$ cat src/design/brf_pkg.sv
// Shared types and constants for the bordered line run finder.
`default_nettype none
package brf_pkg;

  localparam int SENSOR_BITS_DEF = 32;
  localparam int QUEUE_DEPTH_DEF = 4;
  localparam int MAX_RESULTS     = 16;
  localparam int IN_W            = 32;
  localparam int START_W         = 5;
  localparam int END_W           = 6;
  localparam int CFG_W           = 5;
  localparam int CFG_IDX_W       = 2;

  localparam logic [CFG_IDX_W-1:0] CFG_BORDER_MIN = 2'd0;
  localparam logic [CFG_IDX_W-1:0] CFG_LINE_MIN   = 2'd1;
  localparam logic [CFG_IDX_W-1:0] CFG_FILL_GAPS  = 2'd2;

  localparam logic [4:0] BORDER_MIN_RST = 5'd2;
  localparam logic [4:0] LINE_MIN_RST   = 5'd3;
  localparam logic       FILL_GAPS_RST  = 1'b0;

  typedef struct packed {
    logic [4:0] border_min;
    logic [4:0] line_min;
    logic       fill_gaps;
  } cfg_t;

  typedef struct packed {
    logic               valid_res;
    logic [START_W-1:0] line_start;
    logic [END_W-1:0]   line_end;
    logic               last;
  } res_t;

  typedef enum logic [1:0] {
    FR_IDLE,
    FR_SCAN,
    FR_DONE
  } front_state_t;

endpackage
`default_nettype wire

$ cat src/design/brf_front.sv
// Front end: takes a word, fills gaps if set, scans it one bit per cycle unless q_full.
`default_nettype none
module brf_front #(
  parameter int SENSOR_BITS = brf_pkg::SENSOR_BITS_DEF
) (
  input  wire logic                        clk,
  input  wire logic                        rst_n,
  input  wire brf_pkg::cfg_t               cfg,
  input  wire logic                        in_valid,
  output logic                             in_stall,
  input  wire logic [brf_pkg::IN_W-1:0]    in_sample_bits,
  output logic                             push,
  output brf_pkg::res_t                    push_data,
  input  wire logic                        q_full
);

  localparam int CW    = $clog2(SENSOR_BITS + 1);
  localparam int LW    = (CW > 5) ? CW : 5;
  localparam int CNT_W = $clog2(brf_pkg::MAX_RESULTS + 1);

  brf_pkg::front_state_t state_r, state_nxt;

  logic [SENSOR_BITS-1:0] sh_r;
  logic [CW-1:0]          pos_r;
  logic                   prev_r;
  logic [CW-1:0]          zstart_r;
  logic [CW-1:0]          rstart_r;
  logic                   pend_v_r;
  logic                   pend_ok_r;
  logic [CW-1:0]          pend_s_r;
  logic [CW-1:0]          pend_e_r;
  logic                   held_v_r;
  logic [CW-1:0]          held_s_r;
  logic [CW-1:0]          held_e_r;
  logic [CNT_W-1:0]       cnt_r;

  logic [SENSOR_BITS-1:0] d_in;
  logic [SENSOR_BITS-1:0] d_fill;
  logic                   accept;
  logic                   step;
  logic                   resolve;
  logic                   final_push;
  logic                   b;
  logic                   rise;
  logic                   fall;
  logic [CW-1:0]          right_len;
  logic                   qual;
  logic                   take;
  logic                   run_ok;

  assign d_in   = SENSOR_BITS'(in_sample_bits);
  assign d_fill = cfg.fill_gaps ? (d_in | ((d_in >> 1) & (d_in << 1))) : d_in;

  assign accept     = (state_r == brf_pkg::FR_IDLE) && in_valid;
  assign step       = (state_r == brf_pkg::FR_SCAN) && !q_full;
  assign resolve    = (state_r == brf_pkg::FR_DONE) && !q_full && pend_v_r;
  assign final_push = (state_r == brf_pkg::FR_DONE) && !q_full && !pend_v_r;

  assign b    = sh_r[0];
  assign rise = step && b && !prev_r;
  assign fall = step && !b && prev_r;

  // right border: up to the next one, or to the top edge when the scan is done
  assign right_len = rise ? (pos_r - pend_e_r) : (CW'(SENSOR_BITS) - pend_e_r);
  assign qual = (rise || resolve) && pend_v_r && pend_ok_r &&
                (LW'(right_len) > LW'(cfg.border_min));
  assign take = qual && (cnt_r < CNT_W'(brf_pkg::MAX_RESULTS));

  assign run_ok = (rstart_r != '0) &&
                  (LW'(pos_r - rstart_r) > LW'(cfg.line_min)) &&
                  (LW'(rstart_r - zstart_r) > LW'(cfg.border_min));

  always_comb begin
    state_nxt = state_r;
    unique case (state_r)
      brf_pkg::FR_IDLE: begin
        if (in_valid) state_nxt = brf_pkg::FR_SCAN;
      end
      brf_pkg::FR_SCAN: begin
        if (step && (pos_r == CW'(SENSOR_BITS - 1))) state_nxt = brf_pkg::FR_DONE;
      end
      brf_pkg::FR_DONE: begin
        if (final_push) state_nxt = brf_pkg::FR_IDLE;
      end
      default: state_nxt = brf_pkg::FR_IDLE;
    endcase
  end

  always_comb begin
    in_stall  = 1'b1;
    push      = 1'b0;
    push_data = '0;
    unique case (state_r)
      brf_pkg::FR_IDLE: begin
        in_stall = 1'b0;
      end
      brf_pkg::FR_SCAN, brf_pkg::FR_DONE: begin
        if (take && held_v_r) begin
          push                 = 1'b1;
          push_data.valid_res  = 1'b1;
          push_data.line_start = brf_pkg::START_W'(held_s_r);
          push_data.line_end   = brf_pkg::END_W'(held_e_r);
          push_data.last       = 1'b0;
        end else if (final_push) begin
          push                 = 1'b1;
          push_data.valid_res  = held_v_r;
          push_data.line_start = held_v_r ? brf_pkg::START_W'(held_s_r) : '0;
          push_data.line_end   = held_v_r ? brf_pkg::END_W'(held_e_r) : '0;
          push_data.last       = 1'b1;
        end
      end
      default: in_stall = 1'b1;
    endcase
  end

  always_ff @(posedge clk) begin
    if (!rst_n) begin
      state_r  <= brf_pkg::FR_IDLE;
      pend_v_r <= 1'b0;
      held_v_r <= 1'b0;
      cnt_r    <= '0;
    end else begin
      state_r <= state_nxt;
      if (accept) begin
        pend_v_r <= 1'b0;
        held_v_r <= 1'b0;
        cnt_r    <= '0;
      end else begin
        if (rise || resolve) pend_v_r <= 1'b0;
        if (fall) pend_v_r <= 1'b1;
        if (take) begin
          held_v_r <= 1'b1;
          cnt_r    <= cnt_r + 1'b1;
        end
      end
    end
  end

  always_ff @(posedge clk) begin
    if (accept) begin
      sh_r     <= d_fill;
      pos_r    <= '0;
      prev_r   <= 1'b0;
      zstart_r <= '0;
      rstart_r <= '0;
    end else if (step) begin
      sh_r   <= sh_r >> 1;
      pos_r  <= pos_r + 1'b1;
      prev_r <= b;
      if (rise) rstart_r <= pos_r;
      if (fall) begin
        zstart_r  <= pos_r;
        pend_s_r  <= rstart_r;
        pend_e_r  <= pos_r;
        pend_ok_r <= run_ok;
      end
    end
    if (take) begin
      held_s_r <= pend_s_r;
      held_e_r <= pend_e_r;
    end
  end

endmodule
`default_nettype wire

$ cat src/design/brf_queue.sv
// Short result queue between the scanning front end and the output stage.
`default_nettype none
module brf_queue #(
  parameter int DEPTH = brf_pkg::QUEUE_DEPTH_DEF
) (
  input  wire logic          clk,
  input  wire logic          rst_n,
  input  wire logic          push,
  input  wire brf_pkg::res_t push_data,
  output logic               full,
  input  wire logic          pop,
  output brf_pkg::res_t      pop_data,
  output logic               empty
);

  localparam int PW = (DEPTH > 1) ? $clog2(DEPTH) : 1;
  localparam int NW = $clog2(DEPTH + 1);

  brf_pkg::res_t mem_r [DEPTH];
  logic [PW-1:0] wr_ptr_r;
  logic [PW-1:0] rd_ptr_r;
  logic [NW-1:0] count_r;
  logic          do_push;
  logic          do_pop;

  assign full     = (count_r == NW'(DEPTH));
  assign empty    = (count_r == '0);
  assign do_push  = push && !full;
  assign do_pop   = pop && !empty;
  assign pop_data = mem_r[rd_ptr_r];

  always_ff @(posedge clk) begin
    if (!rst_n) begin
      wr_ptr_r <= '0;
      rd_ptr_r <= '0;
      count_r  <= '0;
    end else begin
      if (do_push) wr_ptr_r <= (wr_ptr_r == PW'(DEPTH - 1)) ? '0 : wr_ptr_r + 1'b1;
      if (do_pop)  rd_ptr_r <= (rd_ptr_r == PW'(DEPTH - 1)) ? '0 : rd_ptr_r + 1'b1;
      if (do_push && !do_pop) count_r <= count_r + 1'b1;
      else if (do_pop && !do_push) count_r <= count_r - 1'b1;
    end
  end

  always_ff @(posedge clk) begin
    if (do_push) mem_r[wr_ptr_r] <= push_data;
  end

endmodule
`default_nettype wire

$ cat src/design/brf_back.sv
// Back end: drains the queue into the registered result channel.
`default_nettype none
module brf_back (
  input  wire logic                         clk,
  input  wire logic                         rst_n,
  input  wire logic                         q_empty,
  input  wire brf_pkg::res_t                q_data,
  output logic                              q_pop,
  output logic                              out_valid,
  input  wire logic                         out_stall,
  output logic                              out_valid_res,
  output logic [brf_pkg::START_W-1:0]       out_line_start,
  output logic [brf_pkg::END_W-1:0]         out_line_end,
  output logic                              out_last
);

  logic          out_valid_r;
  brf_pkg::res_t out_data_r;

  assign q_pop = !q_empty && (!out_valid_r || !out_stall);

  always_ff @(posedge clk) begin
    if (!rst_n) begin
      out_valid_r <= 1'b0;
    end else if (q_pop) begin
      out_valid_r <= 1'b1;
    end else if (!out_stall) begin
      out_valid_r <= 1'b0;
    end
  end

  always_ff @(posedge clk) begin
    if (q_pop) out_data_r <= q_data;
  end

  assign out_valid      = out_valid_r;
  assign out_valid_res  = out_data_r.valid_res;
  assign out_line_start = out_data_r.line_start;
  assign out_line_end   = out_data_r.line_end;
  assign out_last       = out_data_r.last;

endmodule
`default_nettype wire

$ cat src/design/bordered_line_run_finder.sv
// Scan: a word is scanned one bit per cycle while the result queue is not full, then flushed;
//   a line still pending at the top edge is resolved before the last result is pushed.
// Words: a new word is taken only in FR_IDLE, after the last result of the word before is pushed;
//   the bit-serial scan sets the rate of words, and a full result queue stalls it further.
// Reset: border_min = 2, line_min = 3, fill_gaps = 0; queue and output stage empty.
`default_nettype none
module bordered_line_run_finder #(
  parameter int SENSOR_BITS = brf_pkg::SENSOR_BITS_DEF,
  parameter int QUEUE_DEPTH = brf_pkg::QUEUE_DEPTH_DEF
) (
  input  wire logic                          clk,
  input  wire logic                          rst_n,
  input  wire logic                          cfg_we,
  input  wire logic [brf_pkg::CFG_IDX_W-1:0] cfg_idx,
  input  wire logic [brf_pkg::CFG_W-1:0]     cfg_data,
  input  wire logic                          in_valid,
  output logic                               in_stall,
  input  wire logic [brf_pkg::IN_W-1:0]      in_sample_bits,
  output logic                               out_valid,
  input  wire logic                          out_stall,
  output logic                               out_valid_res,
  output logic [brf_pkg::START_W-1:0]        out_line_start,
  output logic [brf_pkg::END_W-1:0]          out_line_end,
  output logic                               out_last
);

  brf_pkg::cfg_t cfg_r;
  logic          push;
  brf_pkg::res_t push_data;
  logic          q_full;
  logic          q_empty;
  logic          q_pop;
  brf_pkg::res_t q_data;

  always_ff @(posedge clk) begin
    if (!rst_n) begin
      cfg_r.border_min <= brf_pkg::BORDER_MIN_RST;
      cfg_r.line_min   <= brf_pkg::LINE_MIN_RST;
      cfg_r.fill_gaps  <= brf_pkg::FILL_GAPS_RST;
    end else if (cfg_we) begin
      unique case (cfg_idx)
        brf_pkg::CFG_BORDER_MIN: cfg_r.border_min <= cfg_data[4:0];
        brf_pkg::CFG_LINE_MIN:   cfg_r.line_min   <= cfg_data[4:0];
        brf_pkg::CFG_FILL_GAPS:  cfg_r.fill_gaps  <= cfg_data[0];
        default: ;
      endcase
    end
  end

  brf_front #(
    .SENSOR_BITS(SENSOR_BITS)
  ) u_front (
    .clk           (clk),
    .rst_n         (rst_n),
    .cfg           (cfg_r),
    .in_valid      (in_valid),
    .in_stall      (in_stall),
    .in_sample_bits(in_sample_bits),
    .push          (push),
    .push_data     (push_data),
    .q_full        (q_full)
  );

  brf_queue #(
    .DEPTH(QUEUE_DEPTH)
  ) u_queue (
    .clk      (clk),
    .rst_n    (rst_n),
    .push     (push),
    .push_data(push_data),
    .full     (q_full),
    .pop      (q_pop),
    .pop_data (q_data),
    .empty    (q_empty)
  );

  brf_back u_back (
    .clk           (clk),
    .rst_n         (rst_n),
    .q_empty       (q_empty),
    .q_data        (q_data),
    .q_pop         (q_pop),
    .out_valid     (out_valid),
    .out_stall     (out_stall),
    .out_valid_res (out_valid_res),
    .out_line_start(out_line_start),
    .out_line_end  (out_line_end),
    .out_last      (out_last)
  );

  a_no_overflow: assert property (@(posedge clk) disable iff (!rst_n)
    push |-> !q_full)
    else $error("result pushed into a full queue");

  a_null_is_last: assert property (@(posedge clk) disable iff (!rst_n)
    (out_valid && !out_valid_res) |-> out_last)
    else $error("empty result not marked last");

  a_run_order: assert property (@(posedge clk) disable iff (!rst_n)
    (out_valid && out_valid_res) |-> ({1'b0, out_line_start} < out_line_end))
    else $error("line end not above line start");

  a_busy_after_take: assert property (@(posedge clk) disable iff (!rst_n)
    (in_valid && !in_stall) |=> in_stall)
    else $error("front end took a word without going busy");

endmodule
`default_nettype wire
$ cat config.mk
export PLATFORM = sky130hd
export DESIGN_NAME = bordered_line_run_finder
export DESIGN_NICKNAME = d
export VERILOG_FILES = /design/src/design/brf_pkg.sv /design/src/design/brf_front.sv /design/src/design/brf_queue.sv /design/src/design/brf_back.sv /design/src/design/bordered_line_run_finder.sv
export SDC_FILE = /design/constraint.sdc
export NUM_CORES = 1
export LEC_CHECK = 0
export ABC_AREA = 1
export ABC_CLOCK_PERIOD_IN_PS = 7350
export BUFFER_PORTS_ARGS = -buffer_cell sky130_fd_sc_hd__buf_2
export CORE_MARGIN = 3
export CORE_UTILIZATION = 49
export CTS_CLUSTER_SIZE = 24
export DETAILED_ROUTE_END_ITERATION = 12
export GPL_ROUTABILITY_DRIVEN = 0
export GPL_TIMING_DRIVEN = 0
export PLACE_DENSITY = 0.67
export SLEW_MARGIN = 20
export SYNTH_ARGS = -nofsm -noshare
export SYNTH_HDL_FRONTEND = slang
export SYNTH_SLANG_ARGS = --single-unit
$ cat constraint.sdc
create_clock -name clk -period 7.35 [get_ports clk]
set_clock_uncertainty 0.05 [all_clocks]
set_input_delay 0 -clock clk [delete_from_list [all_inputs] [get_ports clk]]
set_output_delay 0 -clock clk [all_outputs]
set_load 0.02 [all_outputs]
Yosys cells after proc, flatten, opt, wreduce, memory -nomap -nowiden. Memories as Yosys holds them, arrays and structs flattened. A register that Yosys moved wholly into a read port is not among the register bits. Cells that the tools add are included.

Input port bits: 44. Bits in writable memories: 52. Memories: 1. Bits in registers: 102. Output and inout bits: 15.

Memory list: u_queue.mem_r (depth 4, width 13, rd ports 1, clocked after memory_dff 1, write ports 1, line brf_queue.sv:19) `brf_pkg::res_t mem_r [DEPTH];`.

Eq/ne operators: 12. Bitwise operators: 4. Magnitude comparators: 4. Add/subtract/negate cells: 10. Reduce and logical (&&, ||, !) cells: 49. Multiplexer cells: 27.

Operators with widths (number): 32-bit 2-to-1 mux (3); 13-bit 2-to-1 mux (3); 31-bit by 32-bit bitwise AND with 32-bit output (1); 32-bit OR (1); 1-bit logical AND (22); 6-bit by 5-bit > comparator with 1-bit output (3); 6-bit subtractor (3); 6-bit 2-to-1 mux (2); 1-bit 2-to-1 mux (10); 2-bit 2-to-1 mux (5); 2-bit AND reduction (5); 1-bit logical NOT (9); 2-bit equality test, second input constant (4); 6-bit by 1-bit adder with 6-bit output, second input constant (1); 6-bit by 5-bit equality test with 1-bit output, second input constant (1); 3-bit 2-to-1 mux (2); 2-bit case mux with 3 select lines (1); 3-bit AND reduction (2); 2-bit nonzero test (3); 6-bit nonzero test (1); 6-bit subtractor, first input constant (1); 5-bit by 1-bit adder with 5-bit output, second input constant (1); 5-bit less-than comparator, second input constant (1); 5-bit 2-to-1 mux (1); other kinds (12) (20).

Logic depth before layout (Yosys ltp). Gate-level depths: netlist of run 1.

Depth after elaboration: 18. Gate-level depth with buffers: 28.

Hierarchy. A second synthesis of run 1 with hierarchy kept.

Cells, all modules: 788. Area, all modules: 8006.4 µm².

Modules (own cells, without submodules): brf_front (area an instance 4578.1 µm², cells each 504, times used 1, seq. area each 2212.1 µm²); brf_queue (area an instance 2531.2 µm², cells each 198, times used 1, seq. area each 1741.7 µm²); bordered_line_run_finder (area an instance 465.4 µm², cells each 68, times used 1, seq. area each 220.2 µm²); brf_back (area an instance 431.7 µm², cells each 18, times used 1, seq. area each 410.4 µm²).

Worst setup path before layout of run 1. Ideal clock, no wire load.

Kind: register to register. From: register u_front.state_r[1]. To: register u_queue.count_r[2]. Period minus slack after synthesis: 3.899 ns. Buffers on the path: 1. Stages on the path, launching flop included: 28. Data arrival time: 3.727 ns. Slack: 3.451 ns. Path through: dfxtp_1 inv_1 ha_1 nand4_4 buf_6 nor2_1 ha_1 a21oi_1 o31ai_1 xnor2_1 inv_1 ha_1 a21oi_1 nor2_1 nor2_1 o21a_1 nand3_2 nand4_1 nand2_1 nand2_2 inv_1 ha_1 inv_1 fa_1 a21oi_1 o21ai_0 o21ai_0 a21oi_1.

Cells in the longest elaborated chain, start to end: 16.

RTL lines: start, declared (line brf_front.sv:21) `brf_pkg::front_state_t state_r, state_nxt;`; start signal, assigned (line brf_front.sv:118) `state_r <= brf_pkg::FR_IDLE;`; start signal, assigned (line brf_front.sv:123) `state_r <= state_nxt;`; parallel branches: the longest is 11 deep, another holds 6-bit by 5-bit > comparator with 1-bit output; 1-bit 2-to-1 mux * (line brf_front.sv:93) `unique case (state_r)`; 1-bit logical AND * (line brf_queue.sv:28) `assign do_push = push && !full;`; via u_queue.do_push (line brf_queue.sv:23) `logic do_push;`; 1-bit logical NOT (line brf_queue.sv:41) `else if (do_pop && !do_push) count_r <= count_r - 1'b1;`; 1-bit logical AND (line brf_queue.sv:41); 2-bit nonzero test (no source line); end signal, assigned (line brf_queue.sv:40) `if (do_push && !do_pop) count_r <= count_r + 1'b1;`; end signal, assigned (line brf_queue.sv:41); end, declared (line brf_queue.sv:22) `logic [NW-1:0] count_r;`.

Mark *: on every way through the listed nets, which the timed path passes. A chain may end at the register's enable or synchronous reset.

Final worst setup path of run 1. Same ends and word-level chain as after synthesis.

==> results by group, run 1 <==
Logic synthesis
  – Ys flop type: edfxtp_1
  – Mapped cell area: 0.00773 mm²
  – Yosys cell types: 43
  – Yosys warnings: 0
  – Number of synthesized register bits: 167
  – Register area share after synthesis: 58.8%
  – Cell count after synthesis: 737
  – Net count after synthesis: 828
  – Syn_area_per_cell: 10.5 µm²
  – Fraction of registers with async set/reset: 0%
  – Post-synth EDFFs: 120

Global route
  – Total grt overflow: 0
  – Largest net degree at the start of global routing: 34
  – Global-route wire length before repair: 28000 µm
  – GRT Util Overall: 20.1%
  – Initial antenna violation count: 0
  – Vias in the first global route: 5893

Detailed routing
  – DR WL/cell: 15.5 µm
  – WL final: 17200 µm
  – Via count: 5869
  – Number of routed nets with antenna violations: 0
  – Drt first pass iters: 6
  – Initial DRC Count: 370
  – Vias per std cell: 5.30
  – Remaining DRCs: 0

Clock network
  – Clock root buffer: clkbuf_16
  – Clock Tree Buf Depth: 2
  – Clock tree sinks: 167
  – Clk Latency, worst-skew pair: 0.42 ns
  – Setup repair bufs after CTS: 0
  – Worst-path clk slew: 0.06 ns
  – H-tree level count: 4
  – TritonCTS clock tree: done
  – Post-CTS Resized: 0
  – CTS buffer count: 17

Setup path
  – Worst path max stage delay: 0.38 ns
  – Bufs and invs on worst path: 5
  – Max Fanout on Critical Path: 10
  – Critical path startpoint category: register
  – Crit path capture type: register
  – Reg-to-Reg Start: u_front.state_r[1]
  – CP arrival: 4.77 ns
  – Worst-case reg-to-reg path depth: 25
  – Worst EP required: 7.61 ns
  – Reg2Reg Capture Point: u_queue.count_r[2]
  – CP Class: register to register
  – R2R Setup Slk: 2.83 ns
  – Crit-path leading delay family: adder cells
  – Slowest stage cell on the critical path: ha_1

Cells and area
  – N_diodes: 0
  – Area Overhead vs Synth: 24.3%
  – FILL cells: 1223
  – Commonest non-fill, non-tap cells in the layout: edfxtp_1 (120), inv_1 (93), o21ai_0 (84)
  – Layout cells sized above 1: 14.2%
  – Post-route cell area: 0.00962 mm²
  – Register area: 0.00454 mm²
  – Area of the multi-input gates: 0.00274 mm²
  – Nets: 975
  – Commonest non-fill, non-tap cell in the layout: edfxtp_1

Worst hold path
  – Worst hold start: cfg_data[1]
  – Hold endpoint: cfg_r[2]
  – Hold path cells: 4
  – Hold Crit Class: input port to register

Floorplan
  – Die height: 132 µm
  – Die width: 132 µm
  – Total Die Area: 0.0173 mm²
  – Area of the core: 0.0153 mm²
  – I/O Pins: 59
  – Row count: 45
  – Initial core utilization: 50.5%

Placement
  – DP Worst Slack: 2.88 ns
  – Placed Instance Area: 0.00832 mm²
  – IO buf count: 58
  – Detailed-placement wirelength estimate: 11400 µm

STA
  – Max frequency: 221 MHz
  – Fin crit period: 4.52 ns
  – Slew @ Worst Pin: 0.830 ns
  – Slew headroom: 44.6%
  – Setup TNS: 0 ns
  – Max-slew violations: 0
  – Fin. Hold Viols: 0
  – Final WS setup: 2.83 ns
  – Final setup vio count: 0
  – Final Cycle Share: 61.4%
  – RSZ-0062 raised after global routing: false

Pwr
  – Final Total Pwr: 3.33 mW
  – LEAKAGE: 3.76 nW
  – PwrDens: 346 mW/mm²
  – Maximum VDD drop: 0.188 mV

Run status
  – Status: finished, final reports clean

Job
  – Max-capacitance violation count: 0
layer usage:
metal	vias to the layer above	global-route usage, %	routed length (µm)
li1	2870	-	-
met1	2767	23.0	7060
met2	186	36.1	8910
met3	46	3.56	649
met4	0	9.57	541
met5	-	0	0
final cells by class:
type | instances | share of cell area [%]
flip-flops and latches | 167 | 47.2
well taps | 211 | 2.74
clock buffers | 17 | 4.42
plain buffers | 24 | 1.12
repair buffers | 128 | 10.3
multi-input cells | 450 | 28.5
inverters | 96 | 3.77
clock inverters | 15 | 1.90
Yosys cell counts (2+ instances only):
cell type | count | area, µm²
o31ai_1 | 2 | 15.0
a31oi_1 | 32 | 200
o211ai_1 | 3 | 22.5
o21ai_0 | 84 | 420
nand2_2 | 2 | 12.5
buf_2 | 2 | 10.0
nand3_4 | 2 | 35.0
nand4_1 | 4 | 25.0
nand3_2 | 5 | 50.1
edfxtp_1 | 120 | 3600
clkbuf_1 | 19 | 71.3
xor2_1 | 9 | 78.8
nor3_1 | 7 | 35.0
buf_6 | 2 | 22.5
o22ai_1 | 14 | 87.6
nand3_1 | 13 | 65.1
nor2_1 | 69 | 259
a21oi_1 | 47 | 235
nand2_1 | 78 | 293
inv_2 | 2 | 7.51
o221ai_1 | 2 | 17.5
ha_1 | 43 | 538
xnor2_1 | 3 | 26.3
fa_1 | 4 | 80.1
nor2_2 | 11 | 68.8
inv_1 | 93 | 349
o21a_1 | 3 | 22.5
dfxtp_1 | 47 | 941
worst max-delay path by stage:
| stage | startpoint | cells past startpoint | slack, ns | end |
|---|---|---|---|---|
| floorplan | u_front.state_r[1] | 27 | 3.45 | u_queue.count_r[2] |
| global placement | u_front.state_r[1] | 20 | 2.80 | u_queue.mem_r[3][10] |
| detailed placement | u_front.state_r[1] | 27 | 2.88 | u_queue.count_r[2] |
| CTS | u_front.state_r[1] | 27 | 2.84 | u_queue.count_r[2] |
| global route | u_front.state_r[1] | 27 | 2.39 | u_queue.count_r[2] |
| finish | u_front.state_r[1] | 25 | 2.83 | u_queue.count_r[2] |
metrics by stage:
stage | cells | hold WS [ns] | util (%)
6_report | 1108 | 0.314 | 62.8
5_1_grt | 1108 | 0.328 | 62.8
4_1_cts | 1108 | 0.309 | 62.8
3_5_place_dp | 1007 | 0.192 | 54.3
3_3_place_gp | 1006 | 0.189 | 54.1
2_1_floorplan | 737 | 0.0763 | -
flip-flops by register name, summed over array words and instances, names as in the netlist, 6 cells and up:
register / flops
u_front.zstart_r: 6
u_front.sh_r: 32
u_back.out_line_end: 6
u_front.rstart_r: 6
u_front.held_e_r: 6
u_front.pend_e_r: 6
u_queue.mem_r: 52
u_front.pos_r: 6
cfg_r: 11
where the power goes:
| group | switching [mW] | internal, mW |
|---|---|---|
| registers | 0.0881 | 1.29 |
| logic | 0.683 | 0.349 |
| clock network | 0.359 | 0.563 |
| total | 1.13 | 2.20 |
tightest hold or removal path: cells and delay by family:
kind	cells	cell delay, ns
AOI/OAI and AO/OA	1	0.07
buffers and inverters	2	0.63
and+or+nand+nor	1	0.05
cell families (layout without fill, tap and decap cells):
kind of cell | Yosys count | count (layout) | share of synthesized area, %
compound gates | 191 | 191 | 13.8
fa+ha+maj | 47 | 47 | 7.99
buf+inv | 120 | 280 | 6.08
xor+xnor | 12 | 12 | 1.36
flops | 167 | 167 | 58.8
simple gates | 200 | 200 | 12.0
timing repair:
| action | CTS | global route |
|---|---|---|
| endpoints found under the hold margin | 49 | 0 |
| endpoints found under the setup margin | 0 | 0 |
| hold buffers | 69 | 0 |
Note: power is estimated with default switching activity, not from simulation.
==> run 2, diff against run 1 <==
ABC_CLOCK_PERIOD_IN_PS = 4320   (was 7350)
clock period = 4.32 ns   (was 7.35 ns; I/O delays follow)
==> run 2 against run 1 <==
  * Maximum frequency is 11% higher
  * Critical path type unchanged
  * Non-clock buffer count is 1 higher
  * Sequential power is 72% higher
==> results by group, run 2 (synthesized netlist as in run 1, its figures left out) <==
Run status
  – Status: finished, final reports clean

Floorplan
  – Total Die Area: 0.0173 mm²
  – Area of the core: 0.0153 mm²
  – Row count: 45
  – Die height: 132 µm
  – I/O Pins: 59
  – Initial core utilization: 50.5%
  – Die width: 132 µm

Detailed routing
  – Vias per std cell: 5.29
  – Initial DRC Count: 386
  – DR WL/cell: 15.6 µm
  – Via count: 5871
  – Remaining DRCs: 0
  – Top Layer Used: met4
  – Met2 WL: 9070 µm
  – WL final: 17300 µm
  – Number of routed nets with antenna violations: 0
  – Drt first pass iters: 5
  – Met3 wire length: 630 µm
  – Wl on met1: 7030 µm

Cells and area
  – Final Util: 63.3%
  – Layout Cells excl Fill: 1109
  – Nets: 976
  – Largest register FFs: 52
  – Biggest regs: u_queue.mem_r: 52 flops, u_front.sh_r: 32 flops, cfg_r: 11 flops
  – Commonest non-fill, non-tap cell in the layout: edfxtp_1
  – Biggest register: u_queue.mem_r
  – N_diodes: 0
  – Commonest non-fill, non-tap cells in the layout: edfxtp_1 (120), inv_1 (91), o21ai_0 (81)
  – Layout cells sized above 1: 15.6%
  – Area Overhead vs Synth: 25.2%

Placement
  – DP Worst Slack: -0.155 ns
  – IO buf count: 58
  – Detailed-placement wirelength estimate: 11400 µm
  – Dpl cells: 1007

Setup path
  – Max Fanout on Critical Path: 7
  – Reg-to-Reg Start: u_front.state_r[1]
  – Worst-case reg-to-reg path depth: 26
  – Crit path capture type: register
  – Worst EP required: 4.58 ns
  – Critical path startpoint category: register
  – Crit. Startpoint: u_front.state_r[1]
  – CP arrival: 4.32 ns
  – CP Class: register to register
  – R2R Setup Slk: 0.26 ns
  – Reg2Reg Capture Point: u_queue.count_r[2]

STA
  – Final WS setup: 0.264 ns
  – Slew @ Worst Pin: 0.825 ns
  – Max-slew violations: 0
  – Final hold slack: 0.314 ns
  – Fin crit period: 4.06 ns
  – Max frequency: 247 MHz
  – Slew headroom: 45.0%
  – Fin. Hold Viols: 0
  – Final setup vio count: 0
  – Final Cycle Share: 93.9%

Pwr
  – Clock network fraction of total power: 27.5%
  – Sequential Power Share: 41.1%
  – Maximum VDD drop: 0.321 mV
  – PwrDens: 589 mW/mm²
  – Combinational power share: 31.4%
  – Internal power: 3.76 mW
  – LEAKAGE: 3.78 nW
  – Switching Share: 34.1%
  – NetSw: 1.94 mW
  – Final Total Pwr: 5.71 mW

Clock network
  – Clock tree sinks: 167
  – Clock Tree Buf Depth: 2
  – H-tree level count: 4
  – Clock root buffer: clkbuf_16
  – Clk Latency, worst-skew pair: 0.42 ns
  – TritonCTS clock tree: done
  – CTS buffer count: 17
  – Worst-path clk slew: 0.06 ns

Global route
  – Vias in the first global route: 5891
  – Global-route wire length before repair: 28000 µm
  – Largest net degree at the start of global routing: 34
  – GRT Util Overall: 20.1%
  – Initial antenna violation count: 0
  – Total grt overflow: 0

Job
  – Max-capacitance violation count: 0

Worst hold path
  – Hold endpoint: cfg_r[2]
  – Worst hold start: cfg_data[1]
  – Hold path cells: 4
  – Hold Crit Class: input port to register
[run 2: how the worst max path moves through the flow]
stage                           endpoint  slack [ns]  cells past startpoint
global route          u_queue.count_r[2]       -0.03                     28
detailed placement    u_queue.count_r[2]       -0.15                     27
CTS                   u_queue.count_r[2]        0.04                     27
finish                u_queue.count_r[2]        0.26                     26
floorplan             u_queue.count_r[2]        0.42                     27
global placement    u_queue.mem_r[3][10]       -0.23                     20
[run 2: repair_timing]
| action | 4_1_cts | 5_1_grt |
|---|---|---|
| gates resized for setup | 3 | 16 |
| pin swaps | 0 | 1 |
| endpoints found under the setup margin | 15 | 55 |
| endpoints found under the hold margin | 49 | 0 |
| hold buffers | 69 | 0 |
| setup buffers | 0 | 1 |
[run 2: power by group through the flow]
stage	registers (mW)	logic [mW]	clock network, mW
2_1_floorplan	2.42	1.10	0
5_1_grt	2.38	2.02	1.64
3_5_place_dp	2.37	1.69	0
6_report	2.35	1.79	1.57
4_1_cts	2.34	1.76	1.58
3_3_place_gp	2.36	1.59	0
[run 2: cell type report]
cell class | count | area (µm²)
Inverter | 96 | 363
Fill cell | 1216 | 5630
Buffer | 24 | 108
Multi-Input combinational cell | 450 | 2800
Clock inverter | 15 | 183
Timing Repair Buffer | 129 | 1000
Sequential cell | 167 | 4550
Clock buffer | 17 | 425
Tap cell | 211 | 264
[run 2: stage by stage]
step	TNS, ns	instance area, µm²
floorplan	0	7730
global placement	-10.31	8290
detailed placement	-0.302	8320
CTS	0	9630
global route	-0.0407	9690
finish	0	9690
[run 2: worst max-delay path, stage by stage (launching register included)]
cell and delay [ns]:
dfxtp_2 0.34, inv_2 0.07, ha_4 0.20, nand3_4 0.10
nor2_4 0.05, nand2_1 0.10, ha_2 0.20, inv_1 0.06
fa_1 0.41, nand3_1 0.09, nand2_1 0.07, xor2_1 0.16
ha_1 0.29, nand3_1 0.10, o21a_1 0.21, nand3_2 0.11
nand4_1 0.10, nand2_2 0.13, nand2_4 0.09, inv_1 0.07
ha_1 0.14, inv_2 0.05, fa_2 0.34, a21oi_1 0.14
o21ai_1 0.09, o21ai_1 0.13, a21oi_1 0.05
[run 2: layer usage]
metal,vias up,global-route usage (%)
li1,2874,-
met1,2789,23.0
met2,170,36.1
met3,38,3.56
met4,0,9.63
met5,-,0
==> run 3, diff against run 2 <==
CELL_PAD_IN_SITES_DETAIL_PLACEMENT = 1   (was not set)
CELL_PAD_IN_SITES_GLOBAL_PLACEMENT = 1   (was not set)
CORE_UTILIZATION = 48   (was 49)
PLACE_DENSITY = not set   (was 0.67)
PLACE_DENSITY_LB_ADDON = 0.1   (was not set)
==> run 3 against run 2 <==
  * Sequential cell count unchanged
  * Total power up 3.4%
  * Sequential power up 2%
  * Final cell count up 1.7%
  * Global-route usage up 5.4 points
  * Largest power group unchanged
  * Critical endpoint unchanged
  * Wire length up 36%
==> results by group, run 3 (synthesized netlist as in run 1, its figures left out) <==
Cells and area
  – Nets: 993
  – Commonest non-fill, non-tap cell in the layout: edfxtp_1
  – Area Overhead vs Synth: 26.9%
  – Final Util: 63.4%
  – Biggest register: u_queue.mem_r
  – Commonest non-fill, non-tap cells in the layout: edfxtp_1 (120), inv_1 (88), o21ai_0 (81)
  – Biggest regs: u_queue.mem_r: 52 flops, u_front.sh_r: 32 flops, cfg_r: 11 flops
  – Largest register FFs: 52
  – Layout cells sized above 1: 18.9%

STA
  – Max frequency: 235 MHz
  – Final hold slack: 0.344 ns
  – Final Cycle Share: 98.5%
  – Fin crit period: 4.25 ns
  – Fin. Hold Viols: 0
  – Max-slew violations: 0
  – Slew headroom: 43.2%
  – Final setup vio count: 0
  – Slew @ Worst Pin: 0.849 ns

Pwr
  – LEAKAGE: 3.82 nW
  – PwrDens: 601 mW/mm²
  – Maximum VDD drop: 0.336 mV

Clock network
  – TritonCTS clock tree: done
  – Clock root buffer: clkbuf_16
  – CTS buffer count: 17
  – Clk Latency, worst-skew pair: 0.44 ns
  – Clock tree sinks: 167
  – H-tree level count: 4
  – Clock Tree Buf Depth: 2
  – Worst-path clk slew: 0.07 ns

Floorplan
  – Total Die Area: 0.0177 mm²
  – Initial core utilization: 50.0%
  – Row count: 45
  – Die height: 133 µm
  – Die width: 133 µm
  – I/O Pins: 59
  – Area of the core: 0.0155 mm²

Detailed routing
  – Number of routed nets with antenna violations: 0
  – Drt first pass iters: 5
  – Initial DRC Count: 407
  – Via count: 6344
  – Remaining DRCs: 0
  – WL final: 23400 µm
  – DR WL/cell: 20.8 µm
  – Vias per std cell: 5.62

Setup path
  – Slowest stage cell on the critical path: fa_2
  – CP arrival: 4.53 ns
  – Max Fanout on Critical Path: 7
  – Worst path most repeated cell: ha_4
  – Worst EP required: 4.59 ns
  – Worst path max stage delay: 0.39 ns
  – Critical path startpoint category: register
  – CP Class: register to register
  – Crit path capture type: register

Global route
  – Global-route wire length before repair: 35000 µm
  – Vias in the first global route: 6567
  – Initial antenna violation count: 2
  – GRT Util Overall: 25.5%
  – Largest net degree at the start of global routing: 34
  – Total grt overflow: 0

Placement
  – IO buf count: 58
  – Detailed-placement wirelength estimate: 13300 µm

Worst hold path
  – Hold Crit Class: input port to register

Job
  – Max-capacitance violation count: 0

Run status
  – Status: finished, final reports clean
run 3: cell count changes in the layout (fill, tap and decap cells not counted), sizes merged:
| cell | before | now |
|---|---|---|
| diode | 0 | 2 |
| clkbuf | 36 | 39 |
| dlygate4sd3 | 69 | 67 |
| bufinv | 4 | 1 |
| buf | 65 | 84 |
| clkinvlp | 1 | 2 |
| clkinv | 9 | 7 |
| inv | 97 | 98 |
run 3: metrics by stage:
stage          instances  instance area [µm²]  total power [mW]  TNS [ns]  setup WS, ns
2_1_floorplan        737                 7730              3.53         0         0.421
3_3_place_gp        1006                 8290              3.99    -13.48        -0.277
3_5_place_dp        1007                 8320              4.15    -0.627        -0.223
4_1_cts             1106                 9560              5.64         0       0.00644
5_1_grt             1128                 9820              6.22     -1.01       -0.0980
6_report            1128                 9820              5.90         0        0.0654
run 3: worst paths after layout:
kind | startpoint | to | slack, ns | depth (start not counted)
worst max-delay path | u_front.state_r[1] | u_queue.count_r[2] | 0.07 | 27
worst min-delay path | cfg_data[0] | cfg_r[1] | 0.34 | 4
worst max register to register | u_front.state_r[1] | u_queue.count_r[2] | 0.07 | 27
worst min register to register | u_front.pend_s_r[4] | u_front.held_s_r[4] | 0.36 | 0
run 3: worst max-delay path, delay by kind of cell, from the launching register on:
kind,cells,cell delay (ns)
DFF,1,0.34
buffers and inverters,5,0.49
AOI/OAI and AO/OA,8,0.90
xor gates and xnor gates,1,0.20
and+or+nand+nor,8,0.86
adders and majority gates,5,1.30
run 3: layout make-up:
cell class                 instances  area [µm²]
tap                              211         264
fill                            1669        5670
sequential                       167        4550
timing repair buffer             146        1120
inverter                          96         365
clock inverter                    12         101
antenna                            2        5.00
buffer                            24         111
clock buffer                      20         437
multi-input combinational        450        2860
run 3: per-layer routing:
layer | vias up | track usage, % | wire (µm)
met5 | - | 0 | 0
met4 | 0 | 11.1 | 863
met3 | 62 | 4.90 | 826
met2 | 190 | 46.5 | 12600
met1 | 3185 | 28.8 | 9100
li1 | 2907 | - | -
run 3: what timing repair did:
action / CTS / global route
setup buffers: 0 / 20
gates resized for setup: 7 / 33
setup endpoints to repair: 54 / 55
endpoints found under the hold margin: 49 / 0
pin swaps: 0 / 17
hold buffers: 67 / 0
run 3: power breakdown:
part,internal [mW],switching [mW]
sequential,2.20,0.197
clock,0.791,0.662
combinational,0.689,1.36
